`src/hdl/ptd_pkg.sv`:
```
package ptd_pkg;

  localparam int MaxTasks = 16;
  localparam int SlotW = $clog2(MaxTasks);
  localparam int CountW = $clog2(MaxTasks + 1);

  localparam logic [1:0] FuncAdd = 2'd0;
  localparam logic [1:0] FuncTick = 2'd1;
  localparam logic [1:0] FuncDispatch = 2'd2;
  localparam logic [1:0] FuncDelete = 2'd3;

  localparam logic [1:0] KindRun = 2'd0;
  localparam logic [1:0] KindAdded = 2'd1;
  localparam logic [1:0] KindFull = 2'd2;

  localparam logic [1:0] RegTickLength = 2'd0;

  typedef enum logic [2:0] {
    ST_IDLE,
    ST_DIV,
    ST_TICK,
    ST_DISP,
    ST_EMIT,
    ST_DEL
  } state_t;

  // Commands from the controller to the datapath.
  typedef struct packed {
    logic load;
    logic div_start;
    logic add_write;
    logic tick_step;
    logic disp_step;
    logic remove;
    logic idx_clear;
    logic idx_inc;
    logic emit_run;
    logic emit_add;
    logic emit_full;
  } ptd_cmd_t;

  // Status back to the controller.
  typedef struct packed {
    logic div_done;
    logic full;
    logic idx_end;
    logic hit;
    logic one_shot;
    logic more_hits;
  } ptd_stat_t;

endpackage

```
`src/hdl/ptd_divider.sv`:
```
module ptd_divider (
  input  logic        clk,
  input  logic        rst,
  input  logic        start,
  input  logic [31:0] dividend_a,
  input  logic [31:0] dividend_b,
  input  logic [15:0] divisor,
  output logic        done,
  output logic [31:0] quot_a,
  output logic [31:0] quot_b
);
  import ptd_pkg::*;

  logic [5:0]  count;
  logic        busy;
  logic [15:0] dv;
  logic [16:0] rem_a;
  logic [16:0] rem_b;
  logic [16:0] tr_a;
  logic [16:0] tr_b;

  // One quotient bit of each operand per cycle, restoring form.
  assign tr_a = {rem_a[15:0], quot_a[31]};
  assign tr_b = {rem_b[15:0], quot_b[31]};
  assign done = busy && (count == 6'd32);

  always_ff @(posedge clk) begin
    if (rst) begin
      busy <= 1'b0;
      count <= '0;
    end else if (start) begin
      busy <= 1'b1;
      count <= '0;
    end else if (done) begin
      busy <= 1'b0;
    end else if (busy) begin
      count <= count + 6'd1;
    end
  end

  always_ff @(posedge clk) begin
    if (start) begin
      quot_a <= dividend_a;
      quot_b <= dividend_b;
      rem_a <= '0;
      rem_b <= '0;
      dv <= (divisor == 16'd0) ? 16'd1 : divisor;
    end else if (busy && !done) begin
      if (tr_a >= {1'b0, dv}) begin
        rem_a <= tr_a - {1'b0, dv};
        quot_a <= {quot_a[30:0], 1'b1};
      end else begin
        rem_a <= tr_a;
        quot_a <= {quot_a[30:0], 1'b0};
      end
      if (tr_b >= {1'b0, dv}) begin
        rem_b <= tr_b - {1'b0, dv};
        quot_b <= {quot_b[30:0], 1'b1};
      end else begin
        rem_b <= tr_b;
        quot_b <= {quot_b[30:0], 1'b0};
      end
    end
  end
endmodule

```
`src/hdl/ptd_datapath.sv`:
```
module ptd_datapath (
  input  logic                clk,
  input  logic                rst,
  input  ptd_pkg::ptd_cmd_t   cmd,
  output ptd_pkg::ptd_stat_t  stat,
  input  logic [15:0]         tick_length,
  input  logic [1:0]          func_in,
  input  logic [7:0]          tag_in,
  input  logic [31:0]         delay_in,
  input  logic [31:0]         period_in,
  input  logic [3:0]          slot_in,
  output logic [1:0]          func_q,
  output logic [1:0]          res_kind,
  output logic [7:0]          res_tag,
  output logic [3:0]          res_slot
);
  import ptd_pkg::*;

  logic [7:0]        tags [MaxTasks];
  logic [31:0]       delays [MaxTasks];
  logic [31:0]       periods [MaxTasks];
  logic [7:0]        pend [MaxTasks];
  logic [CountW-1:0] task_count;
  logic [CountW-1:0] idx;
  logic [7:0]        tag_q;
  logic [3:0]        slot_q;
  logic              div_done;
  logic [31:0]       q_delay;
  logic [31:0]       q_period;
  logic [SlotW-1:0]  cur;
  logic [SlotW-1:0]  last_i;
  logic [SlotW-1:0]  rm_i;
  logic              rm_ok;
  logic [CountW-1:0] rm_wide;
  logic [CountW-1:0] hit_lim;
  logic [MaxTasks-1:0] hit_vec;

  assign cur = idx[SlotW-1:0];
  assign last_i = SlotW'(task_count - CountW'(1));

  ptd_divider u_div (
    .clk(clk), .rst(rst), .start(cmd.div_start),
    .dividend_a(delay_in), .dividend_b(period_in), .divisor(tick_length),
    .done(div_done), .quot_a(q_delay), .quot_b(q_period)
  );

  // A one-shot slot is removed when it runs, so the last entry moves into it and is skipped.
  assign hit_lim = (periods[cur] == 32'd0) ? (task_count - CountW'(1)) : task_count;

  // Pending flags of slots past the walk pointer.
  always_comb begin
    for (int k = 0; k < MaxTasks; k++) begin
      hit_vec[k] = (CountW'(k) > idx) && (CountW'(k) < hit_lim) && (pend[k] != 8'd0);
    end
  end

  assign stat.div_done = div_done;
  assign stat.full = (task_count == CountW'(MaxTasks));
  assign stat.idx_end = (idx >= task_count);
  assign stat.hit = (pend[cur] != 8'd0);
  assign stat.one_shot = (periods[cur] == 32'd0);
  assign stat.more_hits = |hit_vec;

  // Slot removal: walk slot during dispatch, input slot on delete.
  always_comb begin
    rm_wide = cmd.disp_step ? idx : CountW'(slot_q);
    rm_i = rm_wide[SlotW-1:0];
    rm_ok = (rm_wide < task_count);
  end

  always_ff @(posedge clk) begin
    if (cmd.load) begin
      func_q <= func_in;
      tag_q <= tag_in;
      slot_q <= slot_in;
    end
  end

  always_ff @(posedge clk) begin
    if (rst) begin
      idx <= '0;
    end else if (cmd.idx_clear) begin
      idx <= '0;
    end else if (cmd.idx_inc) begin
      idx <= idx + CountW'(1);
    end
  end

  // Result beat register.
  always_ff @(posedge clk) begin
    if (cmd.emit_run) begin
      res_kind <= KindRun;
      res_tag <= tags[cur];
      res_slot <= 4'(cur);
    end else if (cmd.emit_add) begin
      res_kind <= KindAdded;
      res_tag <= tag_q;
      res_slot <= 4'(task_count);
    end else if (cmd.emit_full) begin
      res_kind <= KindFull;
      res_tag <= tag_q;
      res_slot <= 4'd0;
    end
  end

  // Table update.
  always_ff @(posedge clk) begin
    if (rst) begin
      task_count <= '0;
      for (int k = 0; k < MaxTasks; k++) begin
        tags[k] <= '0;
        delays[k] <= '0;
        periods[k] <= '0;
        pend[k] <= '0;
      end
    end else if (cmd.add_write) begin
      tags[SlotW'(task_count)] <= tag_q;
      delays[SlotW'(task_count)] <= q_delay;
      periods[SlotW'(task_count)] <= q_period;
      pend[SlotW'(task_count)] <= '0;
      task_count <= task_count + CountW'(1);
    end else if (cmd.tick_step) begin
      if (delays[cur] != 32'd0) begin
        delays[cur] <= delays[cur] - 32'd1;
      end else begin
        delays[cur] <= periods[cur];
        if (pend[cur] != 8'd255) pend[cur] <= pend[cur] + 8'd1;
      end
    end else if (cmd.disp_step && !cmd.remove) begin
      pend[cur] <= pend[cur] - 8'd1;
    end else if (cmd.remove && rm_ok) begin
      if (rm_i != last_i) begin
        tags[rm_i] <= tags[last_i];
        delays[rm_i] <= delays[last_i];
        periods[rm_i] <= periods[last_i];
        pend[rm_i] <= pend[last_i];
      end
      tags[last_i] <= '0;
      delays[last_i] <= '0;
      periods[last_i] <= '0;
      pend[last_i] <= '0;
      task_count <= task_count - CountW'(1);
    end
  end
endmodule

```
`src/hdl/ptd_ctrl.sv`:
```
module ptd_ctrl (
  input  logic               clk,
  input  logic               rst,
  input  logic               in_valid,
  output logic               in_stall,
  input  logic [1:0]         func_in,
  output logic               out_valid,
  input  logic               out_stall,
  output logic               out_last,
  input  ptd_pkg::ptd_stat_t stat,
  output ptd_pkg::ptd_cmd_t  cmd
);
  import ptd_pkg::*;

  state_t state;
  state_t state_next;
  logic   out_valid_next;
  logic   out_last_next;
  logic   in_fire;
  logic   free;
  logic   disp_emit;

  // The output register is free when empty or taken this cycle.
  assign free = !out_valid || !out_stall;
  assign in_stall = (state != ST_IDLE);
  assign in_fire = in_valid && (state == ST_IDLE);
  assign disp_emit = (state == ST_DISP) && !stat.idx_end && stat.hit && free;

  // Next state.
  always_comb begin
    state_next = state;
    case (state)
      ST_IDLE: begin
        if (in_valid) begin
          case (func_in)
            FuncAdd: state_next = ST_DIV;
            FuncTick: state_next = ST_TICK;
            FuncDispatch: state_next = ST_DISP;
            default: state_next = ST_DEL;
          endcase
        end
      end
      ST_DIV: if (stat.div_done) state_next = ST_EMIT;
      ST_EMIT: if (free) state_next = ST_IDLE;
      ST_TICK: if (stat.idx_end) state_next = ST_IDLE;
      ST_DISP: if (stat.idx_end) state_next = ST_IDLE;
      ST_DEL: state_next = ST_IDLE;
      default: state_next = ST_IDLE;
    endcase
  end

  // Commands.
  always_comb begin
    cmd = '0;
    case (state)
      ST_IDLE: begin
        cmd.load = in_fire;
        cmd.div_start = in_fire && (func_in == FuncAdd);
        cmd.idx_clear = 1'b1;
      end
      ST_EMIT: begin
        if (free) begin
          cmd.emit_add = !stat.full;
          cmd.emit_full = stat.full;
          cmd.add_write = !stat.full;
        end
      end
      ST_TICK: begin
        cmd.tick_step = !stat.idx_end;
        cmd.idx_inc = !stat.idx_end;
      end
      ST_DISP: begin
        if (!stat.idx_end) begin
          if (!stat.hit) begin
            cmd.idx_inc = 1'b1;
          end else if (free) begin
            cmd.emit_run = 1'b1;
            cmd.disp_step = 1'b1;
            cmd.remove = stat.one_shot;
            cmd.idx_inc = 1'b1;
          end
        end
      end
      ST_DEL: cmd.remove = 1'b1;
      default: cmd = '0;
    endcase
  end

  // Last beat: no later pending slot (a moved-in entry is skipped anyway).
  always_comb begin
    out_valid_next = out_valid && out_stall;
    out_last_next = out_last;
    if ((state == ST_EMIT) && free) begin
      out_valid_next = 1'b1;
      out_last_next = 1'b1;
    end else if (disp_emit) begin
      out_valid_next = 1'b1;
      out_last_next = !stat.more_hits;
    end
  end

  always_ff @(posedge clk) begin
    if (rst) begin
      state <= ST_IDLE;
      out_valid <= 1'b0;
      out_last <= 1'b0;
    end else begin
      state <= state_next;
      out_valid <= out_valid_next;
      out_last <= out_last_next;
    end
  end
endmodule

```
`src/hdl/periodic_task_dispatch_table_top.sv`:
```
// Add: serial divide of delay and period, then one result beat.
// Tick and dispatch: walk the occupied slots in order; dispatch stalls while
// the result register is held. Delete: removes the given slot. One item at a time.
// The output register lets a result wait while the next item is accepted.
// Reset (rst, synchronous) clears the table, task count and sets tick_length 10.
module periodic_task_dispatch_table_top (
  input  logic        clk,
  input  logic        rst,
  input  logic        psel,
  input  logic        penable,
  input  logic        pwrite,
  input  logic [1:0]  paddr,
  input  logic [31:0] pwdata,
  output logic [31:0] prdata,
  output logic        pready,
  input  logic        in_valid,
  output logic        in_stall,
  input  logic [1:0]  func,
  input  logic [7:0]  task_tag,
  input  logic [31:0] delay_ms,
  input  logic [31:0] period_ms,
  input  logic [3:0]  slot,
  output logic        out_valid,
  input  logic        out_stall,
  output logic [1:0]  kind,
  output logic [7:0]  task_tag_res,
  output logic [3:0]  slot_out,
  output logic        last
);
  import ptd_pkg::*;

  logic [15:0] tick_length;
  ptd_cmd_t    cmd;
  ptd_stat_t   stat;
  logic [1:0]  func_q;

  assign pready = 1'b1;
  assign prdata = (paddr == RegTickLength) ? {16'd0, tick_length} : 32'd0;

  // Configuration register.
  always_ff @(posedge clk) begin
    if (rst) begin
      tick_length <= 16'd10;
    end else if (psel && penable && pwrite && (paddr == RegTickLength)) begin
      tick_length <= pwdata[15:0];
    end
  end

  ptd_ctrl u_ctrl (
    .clk(clk), .rst(rst), .in_valid(in_valid), .in_stall(in_stall),
    .func_in(func), .out_valid(out_valid), .out_stall(out_stall),
    .out_last(last), .stat(stat), .cmd(cmd)
  );

  ptd_datapath u_dp (
    .clk(clk), .rst(rst), .cmd(cmd), .stat(stat), .tick_length(tick_length),
    .func_in(func), .tag_in(task_tag), .delay_in(delay_ms),
    .period_in(period_ms), .slot_in(slot), .func_q(func_q),
    .res_kind(kind), .res_tag(task_tag_res), .res_slot(slot_out)
  );

  // A beat is never produced for tick or delete.
  a_no_tick_beat: assert property (@(posedge clk) disable iff (rst)
    (cmd.emit_run || cmd.emit_add) |-> (func_q == FuncDispatch || func_q == FuncAdd))
    else $error("result beat from tick or delete");

  a_single_write: assert property (@(posedge clk) disable iff (rst)
    !(cmd.add_write && cmd.remove))
    else $error("add and remove at once");

  a_held: assert property (@(posedge clk) disable iff (rst)
    (out_valid && out_stall) |=> (out_valid && $stable(task_tag_res)))
    else $error("stalled beat changed");
endmodule
```
`config.mk`:
```
export PLATFORM = sky130hd
export DESIGN_NAME = periodic_task_dispatch_table_top
export DESIGN_NICKNAME = d
export VERILOG_FILES = /design/src/hdl/ptd_pkg.sv /design/src/hdl/ptd_divider.sv /design/src/hdl/ptd_datapath.sv /design/src/hdl/ptd_ctrl.sv /design/src/hdl/periodic_task_dispatch_table_top.sv
export SDC_FILE = /design/constraint.sdc
export NUM_CORES = 2
export LEC_CHECK = 0
export BUFFER_PORTS_ARGS = -buffer_cell sky130_fd_sc_hd__buf_4
export CORE_ASPECT_RATIO = 1.1
export CORE_MARGIN = 2
export CORE_UTILIZATION = 45
export DETAILED_ROUTE_END_ITERATION = 8
export PLACE_DENSITY = 0.64
export SYNTH_ARGS = -nofsm -noshare
export SYNTH_HDL_FRONTEND = slang
export SYNTH_SLANG_ARGS = --single-unit
```
`constraint.sdc`:
```
create_clock -name clk -period 8.1 [get_ports clk]
set_clock_uncertainty 0.15 [all_clocks]
set_input_delay 0.405 -clock clk [delete_from_list [all_inputs] [get_ports clk]]
set_output_delay 0.405 -clock clk [all_outputs]
set_load 0.02 [all_outputs]
```
Yosys cells after proc, flatten, opt, wreduce, memory -nomap -nowiden:

Memory sizes are Yosys's and may differ from the RTL's. A register that Yosys moved wholly into a read port is not among the register bits.
Cells that the tools add are included.
W data, S select, Z words.

* memories kept: 4
* logic and storage cells: 338
* bits in writable memories: 1280
* input bits: 119
* output and inout port bits: 50
* register bits: 176

* magnitude comparators: 36
* reductions and logical operators: 106
* add/sub/neg operators: 9
* eq/ne operators: 17
* bitwise logic cells: 3
* mux-type cells: 144

Memory list
* u_dp.delays: words 16, bits a word 32, read ports 2, clocked after memory_dff 1, wr ports 16, line ptd_datapath.sv:20 `logic [31:0] delays [MaxTasks];`
* u_dp.periods: words 16, bits a word 32, read ports 2, clocked after memory_dff 1, wr ports 16, line ptd_datapath.sv:21 `logic [31:0] periods [MaxTasks];`
* u_dp.pend: words 16, bits a word 8, read ports 18, clocked after memory_dff 1, wr ports 16, line ptd_datapath.sv:22 `logic [7:0] pend [MaxTasks];`
* u_dp.tags: words 16, bits a word 8, read ports 2, clocked after memory_dff 1, wr ports 16, line ptd_datapath.sv:19 `logic [7:0] tags [MaxTasks];`

Operator list (number)
* $mux W32: 12
* $reduce_or A32 Y1: 7
* $reduce_bool A8 Y1: 17
* $mux W4: 25
* $mux W8: 11
* $mux W1: 71
* $reduce_or A8 Y1: 7
* $mux W16: 3
* $logic_and A1 B1 Y1: 46
* $gt A4 B5 Y1 const A: 8
* $lt A4 B5 Y1 const A: 8
* $ge A17 B16 Y1: 2
* $logic_not A32 Y1: 1
* $reduce_bool A32 Y1: 1
* $sub A16 B16 Y16: 2
* $sub A32 B1 Y32 const B: 1
* $mux W5: 6
* $gt A3 B5 Y1 const A: 4
* $lt A3 B5 Y1 const A: 4
* $logic_not A16 Y1: 1
* $mux W2: 8
* $reduce_or A16 Y1: 1
* $mux W3: 4
* $pmux W3 S4: 1
* other kinds (36): 64

Longest topological paths before layout:

* depth in word-level cells: 17
* depth in mapped cells: 30

Cells and area by module:

A second synthesis with hierarchy kept.

* cells, all modules: 8399
* area, all modules: 79364.9 um^2

By module, submodules not included
* ptd_datapath: area an instance 71263.3 um^2, instances 1, sequential area each 26725.6 um^2, cells each 7628
* ptd_divider: area an instance 6747.7 um^2, instances 1, sequential area each 3183.1 um^2, cells each 615
* periodic_task_dispatch_table_top: area an instance 974.7 um^2, instances 1, sequential area each 320.3 um^2, cells each 107
* ptd_ctrl: area an instance 379.1 um^2, instances 1, sequential area each 100.1 um^2, cells each 49

Least setup slack after synthesis:

OpenSTA, ideal clock, no wires.

* path kind: reg2reg
* from: register (tool-made name)
* to: memory u_dp.pend[4][7]
* arrival time: 6.009 ns
* buffers on the path: 12
* slack: 1.876 ns
* period minus slack after synthesis: 6.224 ns
* cell stages (with the launch flop): 27
* library setup time: 0.065 ns
* cell sequence: dfxtp_1 > buf_2 > buf_2 > buf_2 > buf_1 > buf_2 > buf_2 > buf_1 > buf_1 > clkbuf_1 > mux2i_1 > nand2_1 > o21ai_0 > ha_1 > nand2b_1 > a21oi_1 > nand4_1 > or2_1 > nor2_1 > nor2_1 > buf_2 > o221a_4 > buf_4 > nor4_4 > buf_4 > mux2_2 > nor2_1

RTL lines (line)
* end: declaration: ptd_datapath.sv:22

==> impl_metrics.csv <==
group,metric,value,unit
outcome,status,"complete, no violations",
yosys,synth.avg_cell_area,9.39,sq um
critical_path,crit_path_start_kind,"flip-flop",
sta,period_needed,7.66,ns
critical_path,cp_data_arrival_time,8.22,ns
sta,finalSetupViolCount,0,
detailed_routing,vias,77200,
power_and_ir_drop,powerDensity,188,nW/um^2
sta,fin_setup_tns,0,ns
yosys,syn_area,83800,sq um
clock_tree,clock-sinks,1460,
placement,numPortBuffers,135,
critical_path,cp_top_family,"compound AO/OA/AOI/OAI gates",
clock_tree,clock_path_buffers,3,
die,std_cell_rows,166,
sta,worst_slew_pin_slew,1.34,ns
detailed_routing,drc,0,
critical_path,crit_path_end_kind,"flip-flop",
grt,grt_first_pass_wirelength,492000,um
power_and_ir_drop,vdd_drop_max,237,uV
placement,hpwlAfterDp,192000,um
detailed_routing,dr.pass1.iters,7,
clock_tree,cts-root-buf,"clkbuf_16",
yosys,ys_ff_latch,1460,
die,die_x,415,um
sta,rsz0062_at_grt,"false",
grt,grt_usage,34.1,%
detailed_routing,drtAntennaViolNets,0,
yosys,synth_edf_count,104,
yosys,seq_area_frac_synth,36.1,%
yosys,ys.flop_type,"dfxtp_1",
cells_and_area,drive_gt1_share,19.1,%
cells_and_area,syn_to_final_growth,12.9,%
cells_and_area,fin_util,51.0,%
clock_tree,numCtsBuffers,159,
detailed_routing,drt-initial-drc-count,11400,
grt,grt_pass1_vias,74800,
sta,slew_violations,0,
critical_path,cpPeakStageDelay,0.76,ns
grt,antenna_found_initial,3,
sta,fmax,0.131,GHz
die,num_io_pins,169,
cells_and_area,fin_area,94600,sq um
detailed_routing,wl,334000,um
critical_path,cpMaxStageDelayCell,"dfxtp_4",
sta,relSlewSlack,10.9,%
clock_tree,cts_max_level,4,
yosys,yosys_warnings,0,
critical_path,crit_type,"reg2reg",
sta,setup_ws,0.438,ns
die,die_area,190000,sq um
placement,place_area,88200,sq um
clock_tree,clk_pin_slew,0.06,ns
hold_path,holdCritPathClass,"in2reg",
grt,grt-ovfl-total,0,
grt,grt_start_max_net_pins,246,
cells_and_area,nNetsFinal,8852,
power_and_ir_drop,finalPower,0.0178,W
critical_path,worstPathRequired,8.66,ns
die,start_util,45.2,%
die,die_y,457,um
run,maxCapViolations,0,
yosys,yosysUniqueCellTypes,95,
critical_path,worst-path-buf-inv,5,
placement,dpl_worst_slack,0.482,ns
clock_tree,cts_tree,"done",
die,core,185000,sq um
power_and_ir_drop,p_leak,31.1,nW
detailed_routing,via_per_inst,6.87,
cells_and_area,num-fill-cells,16500,
sta,hold_viol,0,
placement,place_congestion,0.957,
yosys,ys_async_sr_fraction,0,%
detailed_routing,wl_per_cell,29.7,um
critical_path,worstPathMaxFanout,28,
sta,period_share,94.6,%
yosys,synth_cells,8918,
clock_tree,clock_latency,0.87,ns
## flip-flops by register name, indices dropped and copies added, names as in the netlist, 2 cells and up, named ones only
name,cells
u_dp.idx,5
u_dp.tag_q,8
u_dp.res_tag,8
u_dp.u_div.rem_a,16
u_dp.tags,128
u_dp.delays,512
u_dp.u_div.count,6
u_dp.pend,128
u_dp.u_div.quot_a,32
u_dp.u_div.quot_b,32
u_dp.periods,512
u_dp.task_count,5
u_dp.res_kind,2
tick_length,16
u_dp.slot_q,4
u_dp.u_div.rem_b,16
u_dp.res_slot,4
u_ctrl.state,3
u_dp.u_div.dv,16
## cells by family (layout without fill, tap and decap cells)
group | after synthesis | count (layout) | share of synthesized area [%]
and+or+nand+nor | 3533 | 3533 | 23.4
xor gates and xnor gates | 64 | 64 | 0.669
DFF | 1460 | 1460 | 36.1
AOI/OAI and AO/OA | 1907 | 1907 | 12.6
buffers and inverters | 1063 | 935 | 5.24
other | 2 | 20 | 0.00896
adders and majority gates | 62 | 62 | 0.944
muxes | 827 | 827 | 21.0
## where the power goes
part | internal (W) | switching [W] | leakage, nW
clock | 0.00431 | 0.00331 | 2.63
combinational | 0.000945 | 0.00167 | 16.6
sequential | 0.00742 | 0.000129 | 11.9
## worst register-to-register path, stage by stage (launching register included)
cell      delay (ns)
dfxtp_4         0.76
mux4_2          0.63
a22oi_1         0.22
nand2_1         0.26
or4_1           0.67
o41ai_4         0.36
nor3_2          0.06
buf_4           0.22
mux2i_4         0.35
inv_1           0.22
ha_1            0.31
nor2b_1         0.13
o21a_1          0.17
o21ai_0         0.14
nand2b_1        0.09
a21oi_1         0.16
o21ai_0         0.19
nor3_4          0.38
buf_4           0.26
o21ai_4         0.20
a21boi_0        0.63
o32ai_4         0.27
buf_12          0.22
buf_4           0.24
nand4_1         0.15
o21ai_0         0.12
## final timing paths
| path | start | slack [ns] | cells past startpoint | endpoint |
|---|---|---|---|---|
| max | flip-flop | 0.44 | 25 | u_dp.periods[10][22] |
| min | func[1] | 0.04 | 5 | u_ctrl.state[2] |
| max reg2reg | flip-flop | 0.44 | 25 | u_dp.periods[10][22] |
| min reg2reg | u_dp.u_div.rem_a[15] | 0.30 | 2 | u_dp.u_div.rem_a[15] |
## Yosys cell counts, types with 18 or more instances
master | n | area (sq um)
a211oi_1 | 34 | 255
clkbuf_1 | 724 | 2720
o31ai_1 | 18 | 135
a21oi_1 | 1231 | 6160
edfxtp_1 | 104 | 3120
a22oi_1 | 81 | 608
buf_1 | 51 | 191
buf_2 | 159 | 796
o21ai_0 | 316 | 1580
nor2_1 | 175 | 657
nor2b_1 | 143 | 895
nand2_1 | 1436 | 5390
or3_1 | 19 | 119
and2_1 | 23 | 144
xnor2_1 | 39 | 342
o21ai_1 | 39 | 195
nor4_1 | 47 | 294
nand4_1 | 186 | 1160
a21o_1 | 20 | 150
mux4_2 | 742 | 16700
inv_1 | 85 | 319
dfxtp_1 | 1356 | 27100
mux2_2 | 18 | 203
or3b_1 | 108 | 946
buf_4 | 29 | 218
or3b_2 | 76 | 666
nand3_1 | 162 | 811
ha_1 | 60 | 751
mux2i_1 | 66 | 661
xor2_1 | 25 | 219
nor3_1 | 40 | 200
o41ai_1 | 31 | 272
nand3b_1 | 942 | 7070
nand2b_1 | 98 | 613
## final cells by class
| cell class | count | area, sq um | area share (%) |
|---|---|---|---|
| antenna | 3 | 7.51 | 0.00794 |
| tap | 2436 | 3050 | 3.22 |
| timing repair buffer | 552 | 5580 | 5.90 |
| clock inverter | 62 | 748 | 0.791 |
| clock buffer | 233 | 4650 | 4.92 |
| sequential | 1460 | 30300 | 32.0 |
| inverter | 88 | 335 | 0.354 |
| multi-input combinational | 6410 | 49900 | 52.8 |
## routing by layer
layer / GRT usage (%) / up-vias / part of all wire, % / wire, um
met5: 0 / - / 0.0024 / 8
met2: 53.0 / 5804 / 45 / 149000
met3: 9.10 / 1603 / 12 / 40200
li1: - / 32200 / - / -
met4: 23.1 / 2 / 7.9 / 26500
met1: 41.3 / 37600 / 35 / 118000
## timing repair
action,CTS,global route
endpoints found under the setup margin,0,1
hold endpoints to repair,99,0
resized for setup,0,0
buffers inserted,0,2
hold buffers,100,0
## through the flow
stage	hold slack [ns]	cells
finish	0.0445	11200
global route	0.0955	11200
CTS	0.00670	11200
detailed placement	0.297	10800
global placement	0.287	10800
floorplan	0.276	8933
## cells in the final DEF, fill, tap and decap left out, drive strengths merged, types with 20 or more instances in the layout
cell type / n
inv: 95
a21oi: 1236
edfxtp: 104
a211oi: 34
ha: 60
mux4: 742
mux2i: 67
nand3b: 942
nand3: 162
clkinv: 39
nor4: 49
clkbuf: 233
dlygate4sd3: 100
or3b: 184
o41ai: 32
nor2b: 143
dfxtp: 1356
nand2: 1436
xor2: 25
o21ai: 356
a22oi: 81
nor2: 176
or2: 20
nor3: 43
and2: 24
nand2b: 98
a21o: 20
xnor2: 39
nand4: 186
buf: 452
(Power assumes the default switching activity.)
